[src/sv/assert_macros.svh]
// Assertion macros shared by the RTL of the ordered list block.
`ifndef ASSERT_MACROS_SVH
`define ASSERT_MACROS_SVH

// Check that an expression holds at every clock edge outside reset.
`define OLAD_ASSERT(name, clk, rst_n, expr) \
  name: assert property (@(posedge clk) disable iff (!rst_n) (expr)) \
    else $error("olad assertion failed");

// Check that a condition implies another in the same cycle.
`define OLAD_ASSERT_IMP(name, clk, rst_n, ante, cons) \
  name: assert property (@(posedge clk) disable iff (!rst_n) (ante) |-> (cons)) \
    else $error("olad implication failed");

// Check that a condition implies another in the following cycle.
`define OLAD_ASSERT_NEXT(name, clk, rst_n, ante, cons) \
  name: assert property (@(posedge clk) disable iff (!rst_n) (ante) |=> (cons)) \
    else $error("olad next-cycle implication failed");

`endif

[src/sv/olad_pkg.sv]
// Types and constants of the ordered list block.
package olad_pkg;

  localparam int unsigned DEPTH  = 16;
  localparam int unsigned IDX_W  = (DEPTH > 1) ? $clog2(DEPTH) : 1;
  localparam int unsigned CNT_W  = IDX_W + 1;
  localparam int unsigned OP_W   = 2;
  localparam int unsigned VAL_W  = 32;
  localparam int unsigned POS_W  = 8;
  localparam int unsigned STAT_W = 3;
  localparam int unsigned CMP_W  = (CNT_W > POS_W) ? CNT_W : POS_W;

  // Command queue between front and back; depth must be a power of two.
  localparam int unsigned QDEPTH = 2;
  localparam int unsigned QPTR_W = (QDEPTH > 1) ? $clog2(QDEPTH) : 1;

  typedef enum logic [OP_W-1:0] {
    OP_APPEND = 2'd0,
    OP_SHOW   = 2'd1,
    OP_DELETE = 2'd2
  } op_e;

  typedef enum logic [STAT_W-1:0] {
    ST_DONE    = 3'd0,
    ST_ELEMENT = 3'd1,
    ST_EMPTY   = 3'd2,
    ST_RANGE   = 3'd3,
    ST_FULL    = 3'd4
  } status_e;

  typedef enum logic [1:0] {
    S_IDLE,
    S_SHOW,
    S_SHIFT,
    S_FINISH
  } state_e;

  typedef struct packed {
    op_e                     op;
    logic signed [VAL_W-1:0] value;
    logic [POS_W-1:0]        position;
    logic                    pos_zero;
  } cmd_t;

  typedef struct packed {
    logic [CNT_W-1:0] count;
    logic             busy;
  } bk_stat_t;

endpackage

[src/sv/olad_if.sv]
// Handshake channels of the ordered list block: input items and result items.
interface olad_in_if;
  logic                              valid;
  logic                              ready;
  logic [olad_pkg::OP_W-1:0]         opcode;
  logic signed [olad_pkg::VAL_W-1:0] value;
  logic [olad_pkg::POS_W-1:0]        position;

  modport source (output valid, output opcode, output value, output position, input ready);
  modport sink   (input valid, input opcode, input value, input position, output ready);
endinterface

interface olad_out_if;
  logic                               valid;
  logic                               ready;
  logic signed [olad_pkg::VAL_W-1:0]  item_value;
  logic [olad_pkg::STAT_W-1:0]        status;
  logic                               last;

  modport source (output valid, output item_value, output status, output last, input ready);
  modport sink   (input valid, input item_value, input status, input last, output ready);
endinterface

[src/sv/olad_front.sv]
// Front end: accepts input items, decodes the opcode and queues commands.
module olad_front (
  olad_in_if.sink          in_i,
  input  logic             q_full_i,
  output logic             q_push_o,
  output olad_pkg::cmd_t   q_cmd_o
);

  logic known;

  always_comb begin
    case (in_i.opcode)
      olad_pkg::OP_APPEND,
      olad_pkg::OP_SHOW,
      olad_pkg::OP_DELETE: known = 1'b1;
      default:             known = 1'b0;
    endcase
  end

  assign in_i.ready = !q_full_i;

  // Drop unused opcodes at the door; they cause no result.
  assign q_push_o = in_i.valid && !q_full_i && known;

  assign q_cmd_o.op       = olad_pkg::op_e'(in_i.opcode);
  assign q_cmd_o.value    = in_i.value;
  assign q_cmd_o.position = in_i.position;
  assign q_cmd_o.pos_zero = (in_i.position == '0);

endmodule

[src/sv/olad_fifo.sv]
// Short command queue between the front end and the list engine.
module olad_fifo (
  input  logic           clk_i,
  input  logic           rst_ni,
  input  logic           push_i,
  input  olad_pkg::cmd_t cmd_i,
  output logic           full_o,
  input  logic           pop_i,
  output olad_pkg::cmd_t cmd_o,
  output logic           valid_o
);

  olad_pkg::cmd_t                slot_q [olad_pkg::QDEPTH];
  logic [olad_pkg::QPTR_W-1:0]   wr_ptr_q, rd_ptr_q;
  logic [olad_pkg::QPTR_W:0]     fill_q, fill_d;

  assign full_o  = (fill_q == (olad_pkg::QPTR_W + 1)'(olad_pkg::QDEPTH));
  assign valid_o = (fill_q != '0);
  assign cmd_o   = slot_q[rd_ptr_q];

  always_comb begin
    case ({push_i, pop_i})
      2'b10:   fill_d = fill_q + 1'b1;
      2'b01:   fill_d = fill_q - 1'b1;
      default: fill_d = fill_q;
    endcase
  end

  always_ff @(posedge clk_i or negedge rst_ni) begin
    if (!rst_ni) begin
      wr_ptr_q <= '0;
      rd_ptr_q <= '0;
      fill_q   <= '0;
    end else begin
      if (push_i) begin
        wr_ptr_q <= wr_ptr_q + 1'b1;
      end
      if (pop_i) begin
        rd_ptr_q <= rd_ptr_q + 1'b1;
      end
      fill_q <= fill_d;
    end
  end

  always_ff @(posedge clk_i) begin
    if (push_i) begin
      slot_q[wr_ptr_q] <= cmd_i;
    end
  end

endmodule

[src/sv/olad_back.sv]
// List engine: entry memory, element count, sequencer and result register.
module olad_back (
  input  logic                 clk_i,
  input  logic                 rst_ni,
  input  olad_pkg::cmd_t       cmd_i,
  input  logic                 cmd_valid_i,
  output logic                 cmd_pop_o,
  output olad_pkg::bk_stat_t   stat_o,
  olad_out_if.source           out_o
);

  localparam int unsigned IDX_W = olad_pkg::IDX_W;
  localparam int unsigned CNT_W = olad_pkg::CNT_W;
  localparam int unsigned CMP_W = olad_pkg::CMP_W;
  localparam int unsigned VAL_W = olad_pkg::VAL_W;
  localparam int unsigned POS_W = olad_pkg::POS_W;

  olad_pkg::state_e state_q, state_d;

  logic [CNT_W-1:0]        count_q, count_d;
  logic [IDX_W-1:0]        idx_q, idx_d;
  logic signed [VAL_W-1:0] mem [olad_pkg::DEPTH];
  logic signed [VAL_W-1:0] rdata_q;

  logic                    rd_en, wr_en;
  logic [IDX_W-1:0]        rd_addr, wr_addr;
  logic signed [VAL_W-1:0] wr_data;

  logic                    out_valid_q;
  logic signed [VAL_W-1:0] out_value_q;
  olad_pkg::status_e       out_status_q;
  logic                    out_last_q;

  logic                    emit;
  logic signed [VAL_W-1:0] emit_value;
  olad_pkg::status_e       emit_status;
  logic                    emit_last;

  logic             slot_free, cnt_zero, cnt_full, pos_bad, pos_below, last_c, more_shift;
  logic [CNT_W-1:0] idx_p1, idx_p2;
  logic [CMP_W-1:0] pos_ext, cnt_ext;

  assign slot_free  = !out_valid_q || out_o.ready;
  assign cnt_zero   = (count_q == '0);
  assign cnt_full   = (count_q == CNT_W'(olad_pkg::DEPTH));
  assign pos_ext    = CMP_W'(cmd_i.position);
  assign cnt_ext    = CMP_W'(count_q);
  assign pos_bad    = cmd_i.pos_zero || (pos_ext > cnt_ext);
  assign pos_below  = (pos_ext < cnt_ext);
  assign idx_p1     = {1'b0, idx_q} + CNT_W'(1);
  assign idx_p2     = {1'b0, idx_q} + CNT_W'(2);
  assign last_c     = (idx_p1 == count_q);
  assign more_shift = (idx_p2 < count_q);

  // Next state
  always_comb begin
    state_d = state_q;
    case (state_q)
      olad_pkg::S_IDLE: begin
        if (cmd_valid_i && !cnt_zero) begin
          if (cmd_i.op == olad_pkg::OP_SHOW) begin
            state_d = olad_pkg::S_SHOW;
          end else if (cmd_i.op == olad_pkg::OP_DELETE && !pos_bad) begin
            state_d = pos_below ? olad_pkg::S_SHIFT : olad_pkg::S_FINISH;
          end
        end
      end
      olad_pkg::S_SHOW: begin
        if (slot_free && last_c) begin
          state_d = olad_pkg::S_IDLE;
        end
      end
      olad_pkg::S_SHIFT: begin
        if (!more_shift) begin
          state_d = olad_pkg::S_FINISH;
        end
      end
      olad_pkg::S_FINISH: begin
        if (slot_free) begin
          state_d = olad_pkg::S_IDLE;
        end
      end
      default: state_d = olad_pkg::S_IDLE;
    endcase
  end

  // Datapath control
  always_comb begin
    cmd_pop_o   = 1'b0;
    rd_en       = 1'b0;
    rd_addr     = idx_q;
    wr_en       = 1'b0;
    wr_addr     = idx_q;
    wr_data     = rdata_q;
    emit        = 1'b0;
    emit_value  = '0;
    emit_status = olad_pkg::ST_DONE;
    emit_last   = 1'b1;
    count_d     = count_q;
    idx_d       = idx_q;
    case (state_q)
      olad_pkg::S_IDLE: begin
        if (cmd_valid_i) begin
          case (cmd_i.op)
            olad_pkg::OP_APPEND: begin
              if (slot_free) begin
                emit      = 1'b1;
                cmd_pop_o = 1'b1;
                if (cnt_full) begin
                  emit_status = olad_pkg::ST_FULL;
                end else begin
                  wr_en   = 1'b1;
                  wr_addr = IDX_W'(count_q);
                  wr_data = cmd_i.value;
                  count_d = count_q + CNT_W'(1);
                end
              end
            end
            olad_pkg::OP_SHOW: begin
              if (cnt_zero) begin
                if (slot_free) begin
                  emit        = 1'b1;
                  emit_status = olad_pkg::ST_EMPTY;
                  cmd_pop_o   = 1'b1;
                end
              end else begin
                rd_en   = 1'b1;
                rd_addr = '0;
                idx_d   = '0;
              end
            end
            olad_pkg::OP_DELETE: begin
              if (cnt_zero || pos_bad) begin
                if (slot_free) begin
                  emit        = 1'b1;
                  emit_status = cnt_zero ? olad_pkg::ST_EMPTY : olad_pkg::ST_RANGE;
                  cmd_pop_o   = 1'b1;
                end
              end else if (pos_below) begin
                // Fetch the entry after the removed one.
                rd_en   = 1'b1;
                rd_addr = IDX_W'(cmd_i.position);
                idx_d   = IDX_W'(cmd_i.position - POS_W'(1));
              end
            end
            default: ;
          endcase
        end
      end
      olad_pkg::S_SHOW: begin
        if (slot_free) begin
          emit        = 1'b1;
          emit_value  = rdata_q;
          emit_status = olad_pkg::ST_ELEMENT;
          emit_last   = last_c;
          if (last_c) begin
            cmd_pop_o = 1'b1;
          end else begin
            idx_d   = IDX_W'(idx_p1);
            rd_en   = 1'b1;
            rd_addr = IDX_W'(idx_p1);
          end
        end
      end
      olad_pkg::S_SHIFT: begin
        // Move one entry toward the head and fetch the next.
        wr_en = 1'b1;
        idx_d = IDX_W'(idx_p1);
        if (more_shift) begin
          rd_en   = 1'b1;
          rd_addr = IDX_W'(idx_p2);
        end
      end
      olad_pkg::S_FINISH: begin
        if (slot_free) begin
          emit      = 1'b1;
          cmd_pop_o = 1'b1;
          count_d   = count_q - CNT_W'(1);
        end
      end
      default: ;
    endcase
  end

  always_ff @(posedge clk_i or negedge rst_ni) begin
    if (!rst_ni) begin
      state_q     <= olad_pkg::S_IDLE;
      count_q     <= '0;
      idx_q       <= '0;
      out_valid_q <= 1'b0;
    end else begin
      state_q <= state_d;
      count_q <= count_d;
      idx_q   <= idx_d;
      if (emit) begin
        out_valid_q <= 1'b1;
      end else if (out_o.ready) begin
        out_valid_q <= 1'b0;
      end
    end
  end

  always_ff @(posedge clk_i) begin
    if (emit) begin
      out_value_q  <= emit_value;
      out_status_q <= emit_status;
      out_last_q   <= emit_last;
    end
  end

  always_ff @(posedge clk_i) begin
    if (wr_en) begin
      mem[wr_addr] <= wr_data;
    end
  end

  always_ff @(posedge clk_i) begin
    if (rd_en) begin
      rdata_q <= mem[rd_addr];
    end
  end

  assign out_o.valid      = out_valid_q;
  assign out_o.item_value = out_value_q;
  assign out_o.status     = out_status_q;
  assign out_o.last       = out_last_q;

  assign stat_o.count = count_q;
  assign stat_o.busy  = (state_q != olad_pkg::S_IDLE);

endmodule

[src/sv/ordered_list_append_delete.sv]
// Append and error results pass through the command queue and the result register.
// Show: reads the first entry from the entry memory, then one result per cycle while results are taken.
// Delete: moves each entry after the removed one toward the head, then emits the result.
// The engine runs one command at a time with the memory's single read port; new items wait in the queue.
// Reset: asynchronous, active low; empties the list and the command queue.
`include "assert_macros.svh"

module ordered_list_append_delete (
  input  logic        clk_i,
  input  logic        rst_ni,
  olad_in_if.sink     in_ch_i,
  olad_out_if.source  out_ch_o
);

  // Command queue handshake between front end and list engine.
  logic               q_push;
  logic               q_full;
  logic               q_pop;
  logic               q_valid;
  olad_pkg::cmd_t     q_cmd_in;
  olad_pkg::cmd_t     q_cmd_out;
  olad_pkg::bk_stat_t bk_stat;

  // Accept items, drop unused opcodes, hand commands to the queue.
  olad_front u_front (
    .in_i     (in_ch_i),
    .q_full_i (q_full),
    .q_push_o (q_push),
    .q_cmd_o  (q_cmd_in)
  );

  // Decouple the front end from the engine so each side can stall on its own.
  olad_fifo u_fifo (
    .clk_i   (clk_i),
    .rst_ni  (rst_ni),
    .push_i  (q_push),
    .cmd_i   (q_cmd_in),
    .full_o  (q_full),
    .pop_i   (q_pop),
    .cmd_o   (q_cmd_out),
    .valid_o (q_valid)
  );

  // Execute commands against the entry memory; pop a command as its last result is issued.
  olad_back u_back (
    .clk_i       (clk_i),
    .rst_ni      (rst_ni),
    .cmd_i       (q_cmd_out),
    .cmd_valid_i (q_valid),
    .cmd_pop_o   (q_pop),
    .stat_o      (bk_stat),
    .out_o       (out_ch_o)
  );

  // The engine never removes a command that is not there.
  `OLAD_ASSERT_IMP(a_pop_valid, clk_i, rst_ni, q_pop, q_valid)
  // The element count stays within the list depth.
  `OLAD_ASSERT(a_count_bound, clk_i, rst_ni, bk_stat.count <= olad_pkg::CNT_W'(olad_pkg::DEPTH))
  // A command that leaves the idle state only runs on a non-empty list.
  `OLAD_ASSERT_IMP(a_busy_nonempty, clk_i, rst_ni, bk_stat.busy, bk_stat.count != '0)
  // Show streams without a gap: a taken non-final result is followed by the next one.
  `OLAD_ASSERT_NEXT(a_show_stream, clk_i, rst_ni,
    out_ch_o.valid && out_ch_o.ready && !out_ch_o.last, out_ch_o.valid)

endmodule
[src/flat_wrapper.sv]
// flat-port wrapper written by rule: the top's interface ports become plain ports
module ordered_list_append_delete_flat 
  (clk_i, rst_ni, in_ch_i_valid, in_ch_i_opcode, in_ch_i_value, in_ch_i_position, in_ch_i_ready, out_ch_o_valid, out_ch_o_item_value, out_ch_o_status, out_ch_o_last, out_ch_o_ready);
  olad_in_if in_ch_i_i ();
  olad_out_if out_ch_o_i ();
  input  logic clk_i;
  input  logic rst_ni;
  input wire logic [$bits(in_ch_i_i.valid)-1:0] in_ch_i_valid;
  input wire logic [$bits(in_ch_i_i.opcode)-1:0] in_ch_i_opcode;
  input wire logic [$bits(in_ch_i_i.value)-1:0] in_ch_i_value;
  input wire logic [$bits(in_ch_i_i.position)-1:0] in_ch_i_position;
  output wire logic [$bits(in_ch_i_i.ready)-1:0] in_ch_i_ready;
  output wire logic [$bits(out_ch_o_i.valid)-1:0] out_ch_o_valid;
  output wire logic [$bits(out_ch_o_i.item_value)-1:0] out_ch_o_item_value;
  output wire logic [$bits(out_ch_o_i.status)-1:0] out_ch_o_status;
  output wire logic [$bits(out_ch_o_i.last)-1:0] out_ch_o_last;
  input wire logic [$bits(out_ch_o_i.ready)-1:0] out_ch_o_ready;
  assign in_ch_i_i.valid = in_ch_i_valid;
  assign in_ch_i_i.opcode = in_ch_i_opcode;
  assign in_ch_i_i.value = in_ch_i_value;
  assign in_ch_i_i.position = in_ch_i_position;
  assign in_ch_i_ready = in_ch_i_i.ready;
  assign out_ch_o_valid = out_ch_o_i.valid;
  assign out_ch_o_item_value = out_ch_o_i.item_value;
  assign out_ch_o_status = out_ch_o_i.status;
  assign out_ch_o_last = out_ch_o_i.last;
  assign out_ch_o_i.ready = out_ch_o_ready;
  ordered_list_append_delete u_core (.clk_i(clk_i), .rst_ni(rst_ni), .in_ch_i(in_ch_i_i), .out_ch_o(out_ch_o_i));
endmodule
[config.mk]
export PLATFORM = sky130hd
export DESIGN_NAME = ordered_list_append_delete_flat
export DESIGN_NICKNAME = d
export VERILOG_FILES = /design/src/sv/olad_pkg.sv /design/src/sv/olad_if.sv /design/src/sv/olad_front.sv /design/src/sv/olad_fifo.sv /design/src/sv/olad_back.sv /design/src/sv/ordered_list_append_delete.sv /design/src/flat_wrapper.sv
export VERILOG_INCLUDE_DIRS = /design/src /design/src/sv
export SDC_FILE = /design/constraint.sdc
export NUM_CORES = 1
export LEC_CHECK = 0
export BUFFER_PORTS_ARGS = -buffer_cell sky130_fd_sc_hd__buf_2
export CAP_MARGIN = 20
export CORE_MARGIN = 2
export CORE_UTILIZATION = 60
export DETAILED_ROUTE_END_ITERATION = 7
export GPL_TIMING_DRIVEN = 0
export PLACE_DENSITY = 0.76
export SLEW_MARGIN = 20
export SYNTH_ARGS = -nofsm -noshare
export SYNTH_HDL_FRONTEND = slang
export SYNTH_SLANG_ARGS = --single-unit
[constraint.sdc]
create_clock -name clk_i -period 9.19 [get_ports clk_i]
set_input_delay 0.4595 -clock clk_i [delete_from_list [all_inputs] [get_ports clk_i]]
set_output_delay 0.4595 -clock clk_i [all_outputs]
set_load 0.02 [all_outputs]
==> summary.txt, run 1 <==
Logic synthesis
  • Post-synth ARST share: 0.0235
  • Cell with the most instances after synthesis: edfxtp_1
  • Post-synth top area share: 0.702
  • Mapped Area: around 28000 sq um
  • Top FF cell, synth: edfxtp_1
  • Synth Instances: approximately 2000
  • Avg Inst Size Synth: around 14 sq um
  • Xor and xnor fraction of the mapped netlist area: 0.00523
  • List of most frequent post-synthesis cells: 666 x edfxtp_1, 205 x nand3_1, 164 x nand4_1, 144 x o21ai_0, 112 x clkbuf_1
  • Seq cells post-synth: about 680
  • Seq/Total Area, Yosys: 0.716
  • Yosys cell types: 70
  • Number of synthesized flops with an enable pin: roughly 670
  • Leading post-synthesis cells by cell area: edfxtp_1 70%, nand3_1 3.6%, nand4_1 3.6%, o21ai_0 2.5%, mux2i_1 2.5%
  • Area leader, netlist: edfxtp_1
  • Synthesis Warnings: 0
  • Number of nets produced by synthesis: a little over 2000
  • Main combinational cell family by area after synthesis: simple AND/OR/NAND/NOR gates
  • Simple-gate share of the synthesized area: 0.116
  • Post-synthesis adder-cell area fraction: 0.0121
  • Compound-Gate Fraction of Synth Area: 0.0948
  • Portion of netlist area occupied by mux cells: 0.0265

Critical path
  • Critical path, cell by cell: buf_4 > buf_2 > buf_1 > mux2i_1 > ha_1 > clkbuf_1 > nand2_1 > a211o_1 > o211ai_2 > clkbuf_1 > clkbuf_1 > nand4_1 > nand4_1 > a311oi_2
  • RR Startpoint: u_core.u_fifo.rd_ptr_q
  • Critical Path Most Common Cell: clkbuf_1
  • Worst Path Max Fanout: 10
  • Startpoint Class: register
  • FF-to-FF setup slack: about 3300 ps
  • WP data arrival: approximately 6200 ps
  • Buffers & Inverters on Critical Path: 6
  • Slowest-stage cell, CP: o211ai_2
  • Critical path required time: about 9500 ps
  • Worst Setup SP: u_core.u_fifo.rd_ptr_q
  • Slowest stage delay, CP: 770 ps
  • Critical path class: reg -> reg
  • CP endpoint kind: register
  • Largest delay share family, worst path: buffers and inverters

Detailed routing
  • Drt total wl: 79.3 mm
  • Avg WL per Cell: 28.2 microns
  • Residual DRC count: 0
  • DRT antenna net count: 0
  • Drt first pass iters: 6
  • Initial DRC count: 3006
  • DR vias: between 15000 and 20000
  • Vias per cell: a little under 7

STA
  • Final hold violation count: 0
  • Max Clk Rate: 171 MHz
  • Unrepaired setup endpoints after global routing: false
  • Period minus WS final: slightly below 6000 ps
  • Final setup fails: 0
  • Worst Skew: between 30 and 40 ps
  • Final setup margin: approximately 3300 ps
  • Tcrit/Tclk final: 0.638
  • Rel. slew slack: 0.248
  • Post-Route Setup TNS: 0 ps
  • Worst Tran Pin Value: 1120 ps
  • Final Max Slew Viols: 0

Min path
  • HP Start: in_ch_i_value[30]
  • Worst hold-check path type: in -> reg

GRT
  • Initial antenna violation count: 0
  • Vias in the first global route: slightly below 20000
  • First-pass GRT wire length: 117 mm
  • Grt ovf: 0
  • Largest net degree at the start of global routing: 25
  • All-Layer GR Usage: 0.319

Clock tree
  • Clock sink count: around 680
  • Hold Buf Count CTS: 1
  • Worst-path clk slew: about 70 ps
  • CTS resizes: 0
  • CTS tree: built
  • H-Tree Level Count: 3
  • Clock Path Buffers: 3
  • Cts bufs inserted: 69
  • CTS Root Cell: clkbuf_16
  • Number of setup buffers added after CTS: 0
  • Worst-Skew Late Latency: ~620 ps

Floorplan
  • DIE WIDTH: approximately 220 microns
  • Die area: around 50000 sq um
  • Die Y: ~220 microns
  • Initial core utilization: 0.609
  • Num rows: 79
  • I/O Pins: 84
  • Core box area: 46800 sq um

Layout
  • Final nets: 2234
  • Share of layout cells above drive strength 1: 0.152
  • Fill cells: about 3000
  • Syn-to-layout area delta: 14.5%
  • Number of diodes: 0
  • Seq. cell area: 20400 sq um
  • Area of the multi-input gates: approximately 7500 sq um

Run status
  • Status: completed

Placed design
  • GP Congestion: 0.919
  • DP Worst Slack: approximately 3400 ps
  • Port Buffer Count: 83
  • DPL Wire Length: 53.6 mm

Flow run
  • Max_cap viols: 0
-- path summary, 6_finish.rpt --
path / end / depth (start not counted)
max in group asynchronous: u_core.u_back.state_q[1] / 2
setup reg to reg: u_core.u_back.rdata_q[12] / 14
hold / removal: u_core.u_fifo.slot_q[0][39] / 1
setup / recovery: u_core.u_back.rdata_q[12] / 14
hold reg to reg: u_core.u_fifo.wr_ptr_q / 1
min in group asynchronous: u_core.u_back.idx_q[1] / 2
-- cells in the final DEF (no fill, tap or decap), types with 14 or more instances in the layout --
master,n
o2111a_1,33
buf_16,14
nor2_1,51
mux2i_1,71
buf_2,114
and3_1,98
nor2_4,18
a21oi_2,29
nand3_1,205
dfrtp_1,16
nand2_1,32
clkinv_1,20
o21ai_0,144
nand4_1,164
a311oi_2,29
clkbuf_1,125
inv_1,20
a31oi_1,73
ha_1,26
edfxtp_1,666
a21oi_1,23
buf_1,15
clkbuf_16,72
-- cells by family after synthesis --
logic type                 count (synthesis)
AOI/OAI and AO/OA                        385
and+or+nand+nor                          604
buffers and inverters                    189
muxes                                     75
DFF                                      682
xor gates and xnor gates                  17
adders and majority gates                 27
-- sequential cells by signal, indices dropped and copies added (netlist names) --
register                        cells
u_core.u_back.out_o.item_value     32
u_core.u_fifo.slot_q               86
u_core.u_back.mem                 512
u_core.u_back.count_q               5
u_core.u_back.out_o.status          3
u_core.u_back.rdata_q              32
u_core.u_back.out_o.valid           1
u_core.u_fifo.fill_q                2
u_core.u_back.idx_q                 4
u_core.u_back.state_q               2
u_core.u_fifo.wr_ptr_q              1
u_core.u_fifo.rd_ptr_q              1
u_core.u_back.out_o.last            1
-- layout make-up --
| cell class | instances | share of cell area |
|---|---|---|
| flip-flops and latches | 682 | 0.625 |
| multi-input cells | 1108 | 0.231 |
| clock buffers | 86 | 0.0568 |
| repair buffers | 111 | 0.0313 |
| well taps | 607 | 0.0233 |
| plain buffers | 168 | 0.0227 |
| clock inverters | 34 | 0.00710 |
| inverters | 21 | 0.00242 |
-- layer usage --
layer	GRT usage	vias up	routed length, microns
met4	0.153	0	3700
met3	0.0712	245	8960
li1	-	8291	-
met2	0.514	1335	37600
met1	0.417	9528	29100
met5	0	-	0
-- per-stage QoR --
stage | hold slack [ps] | cells | instance area (sq um) | utilization
global placement | 416 | 2669 | 29700 | 0.634
global route | 27.4 | 2817 | 32600 | 0.698
CTS | 14.4 | 2817 | 32500 | 0.696
floorplan | 164 | 1979 | 28500 | -
detailed placement | 424 | 2696 | 30400 | 0.651
finish | 28.1 | 2817 | 32600 | 0.698
Power of run 1 is not shown: default switching activity piles up to over one toggle a cycle in this logic, so the estimate is an artifact.
==> run 2: changes to the inputs <==
==> constraint.sdc (replaced) <==
create_clock -name clk_i -period 5.98 [get_ports clk_i]
set_input_delay 0.299 -clock clk_i [delete_from_list [all_inputs] [get_ports clk_i]]
set_output_delay 0.299 -clock clk_i [all_outputs]
set_load 0.02 [all_outputs]
==> run 2 against run 1 <==
Against the previous run: maximum frequency increased by 3.4%; first-iteration DRC count is 0.40% lower; non-clock buffer count up 41; clock skew up 0.57 ps; clock-buffer cell count did not move; highest routed layer unchanged; die area did not move; final area up 1.3%; worst hold slack better by 120 ps; register-to-register slack got worse by 3000 ps; utilization up 0.89 points; global-route usage increased by 0.16 points.
==> summary.txt, run 2 (synthesis results as in run 1) <==
Run status
  • Status: completed

Clock tree
  • CTS resizes: 0
  • H-Tree Level Count: 3
  • Clock sink count: about 700
  • CTS tree: built
  • Cts bufs inserted: 69
  • Worst-path clk slew: 60 ps
  • Number of setup buffers added after CTS: 0
  • Clock Path Buffers: 3
  • Worst-Skew Late Latency: slightly above 600 ps
  • CTS Root Cell: clkbuf_16

Critical path
  • Worst Path Max Fanout: 19
  • Critical path depth: 14
  • Worst r2r dst: u_core.u_back.rdata_q[26]
  • WP data arrival: roughly 6000 ps
  • Buffers & Inverters on Critical Path: 4
  • Slowest-stage cell, CP: o211ai_2
  • CP endpoint kind: register
  • Critical path capture point: u_core.u_back.rdata_q[26]
  • RR Startpoint: u_core.u_fifo.rd_ptr_q
  • Largest delay share family, worst path: buffers and inverters
  • FF-to-FF setup slack: 310 ps
  • Worst Setup SP: u_core.u_fifo.rd_ptr_q
  • Worst-case reg-to-reg path depth: 14
  • Startpoint Class: register
  • Critical path, cell by cell: buf_4 > buf_2 > mux2i_1 > ha_1 > nor2b_1 > o21ai_0 > and4_1 > a21oi_1 > o211ai_2 > clkbuf_1 > clkbuf_1 > nand4_1 > nand4_1 > a311oi_2
  • Critical path required time: between 6000 and 7000 ps
  • Slowest stage delay, CP: between 700 and 800 ps
  • Critical path class: reg -> reg

Layout
  • Syn-to-layout area delta: 16.0%
  • Most common cell after layout, fill and taps aside: edfxtp_1
  • Share of layout cells above drive strength 1: 0.149
  • Final nets: 2275
  • Largest registers: u_core.u_back.mem (512), u_core.u_fifo.slot_q (86)
  • Final core utilization: 0.707
  • Most frequent cells in the layout: 666 x edfxtp_1, 205 x nand3_1, 164 x nand4_1
  • Max reg flops: around 510
  • Number of diodes: 0
  • Fill cells: 2940
  • Biggest register: u_core.u_back.mem

Placed design
  • Port Buffer Count: between 80 and 90
  • GP Congestion: between 0.9 and 1
  • DPL Wire Length: around 54 mm

STA
  • Worst Skew: slightly above 30 ps
  • Final setup fails: 0
  • Final hold violation count: 0
  • Tcrit/Tclk final: 0.948
  • Unrepaired setup endpoints after global routing: false
  • Rel. slew slack: 0.233
  • Max Clk Rate: between 150 and 200 MHz
  • Final Max Slew Viols: 0
  • Worst Tran Pin Value: around 1200 ps
  • Period minus WS final: around 5700 ps

GRT
  • All-Layer GR Usage: 0.321
  • Initial antenna violation count: 0
  • Vias in the first global route: slightly below 20000
  • Grt ovf: 0
  • Largest net degree at the start of global routing: 25
  • First-pass GRT wire length: 117 mm

Floorplan
  • Die Y: roughly 220 microns
  • Die area: around 49000 sq um
  • I/O Pins: between 80 and 90
  • Core box area: ~47000 sq um
  • Initial core utilization: 0.609
  • Num rows: around 80
  • DIE WIDTH: 222 microns

Min path
  • HP Start: in_ch_i_valid
  • Worst hold-check path type: in -> reg
  • Worst Hold Depth: 3

Detailed routing
  • DRT antenna net count: 0
  • DR vias: ~20000
  • Drt first pass iters: 6
  • Residual DRC count: 0
  • Initial DRC count: ~3000
  • Avg WL per Cell: approximately 28 microns
  • Drt total wl: approximately 80 mm
  • Vias per cell: ~6.9

Flow run
  • Max_cap viols: 0
-- run 2: changes by cell type in the layout (fill, tap and decap cells not counted), sizes merged --
cell	previous run	this run
buf	163	162
dlygate4sd3	1	43
-- run 2: final cells by class --
cell class | instances | area, sq um | area share
plain buffers | 167 | 737 | 0.0223
clock inverters | 34 | 231 | 0.00701
well taps | 607 | 759 | 0.0230
flip-flops and latches | 682 | 20400 | 0.617
repair buffers | 153 | 1440 | 0.0436
multi-input cells | 1108 | 7540 | 0.228
inverters | 21 | 78.8 | 0.00239
clock buffers | 86 | 1850 | 0.0561
-- run 2: how the worst min path moves through the flow --
stage                                     endpoint
after floorplan           u_core.u_back.count_q[0]
after global placement      u_core.u_fifo.wr_ptr_q
after detailed placement    u_core.u_fifo.wr_ptr_q
after CTS                   u_core.u_back.idx_q[1]
after global routing        u_core.u_fifo.wr_ptr_q
final                       u_core.u_fifo.wr_ptr_q
-- run 2: routing by layer --
metal | up-vias | GRT usage | wire length (microns)
li1 | 8361 | - | -
met1 | 9617 | 0.419 | 29200
met2 | 1414 | 0.517 | 37800
met3 | 254 | 0.0694 | 9200
met4 | 0 | 0.155 | 3710
met5 | - | 0 | 0
-- run 2: worst register-to-register path, cell delays in order (launching register included) --
cell and delay (ps):
dfrtp_1 320, buf_4 160, buf_2 580, mux2i_1 650, ha_1 260, nor2b_1 40
o21ai_0 270, and4_1 330, a21oi_1 120, o211ai_2 790, clkbuf_1 700, clkbuf_1 560
nand4_1 310, nand4_1 230, a311oi_2 60
-- run 2: metrics by stage --
stage | setup TNS (ps) | cell area, sq um | hold slack (ps) | instances | worst slack [ps]
floorplan | 0 | 28500 | 3.41 | 1979 | 1300
global placement | -558320 | 29700 | 256 | 2669 | -1400
detailed placement | 0 | 30400 | 264 | 2696 | 142
CTS | 0 | 33000 | 146 | 2859 | 87.8
global route | 0 | 33000 | 181 | 2858 | 117
finish | 0 | 33000 | 149 | 2858 | 309
-- run 2: timing repair --
action | CTS | global route
hold buffers | 43 | 0
endpoints found under the hold margin | 100 | 0
setup endpoints to repair | 0 | 23
Power of run 2 is left out for the same reason.
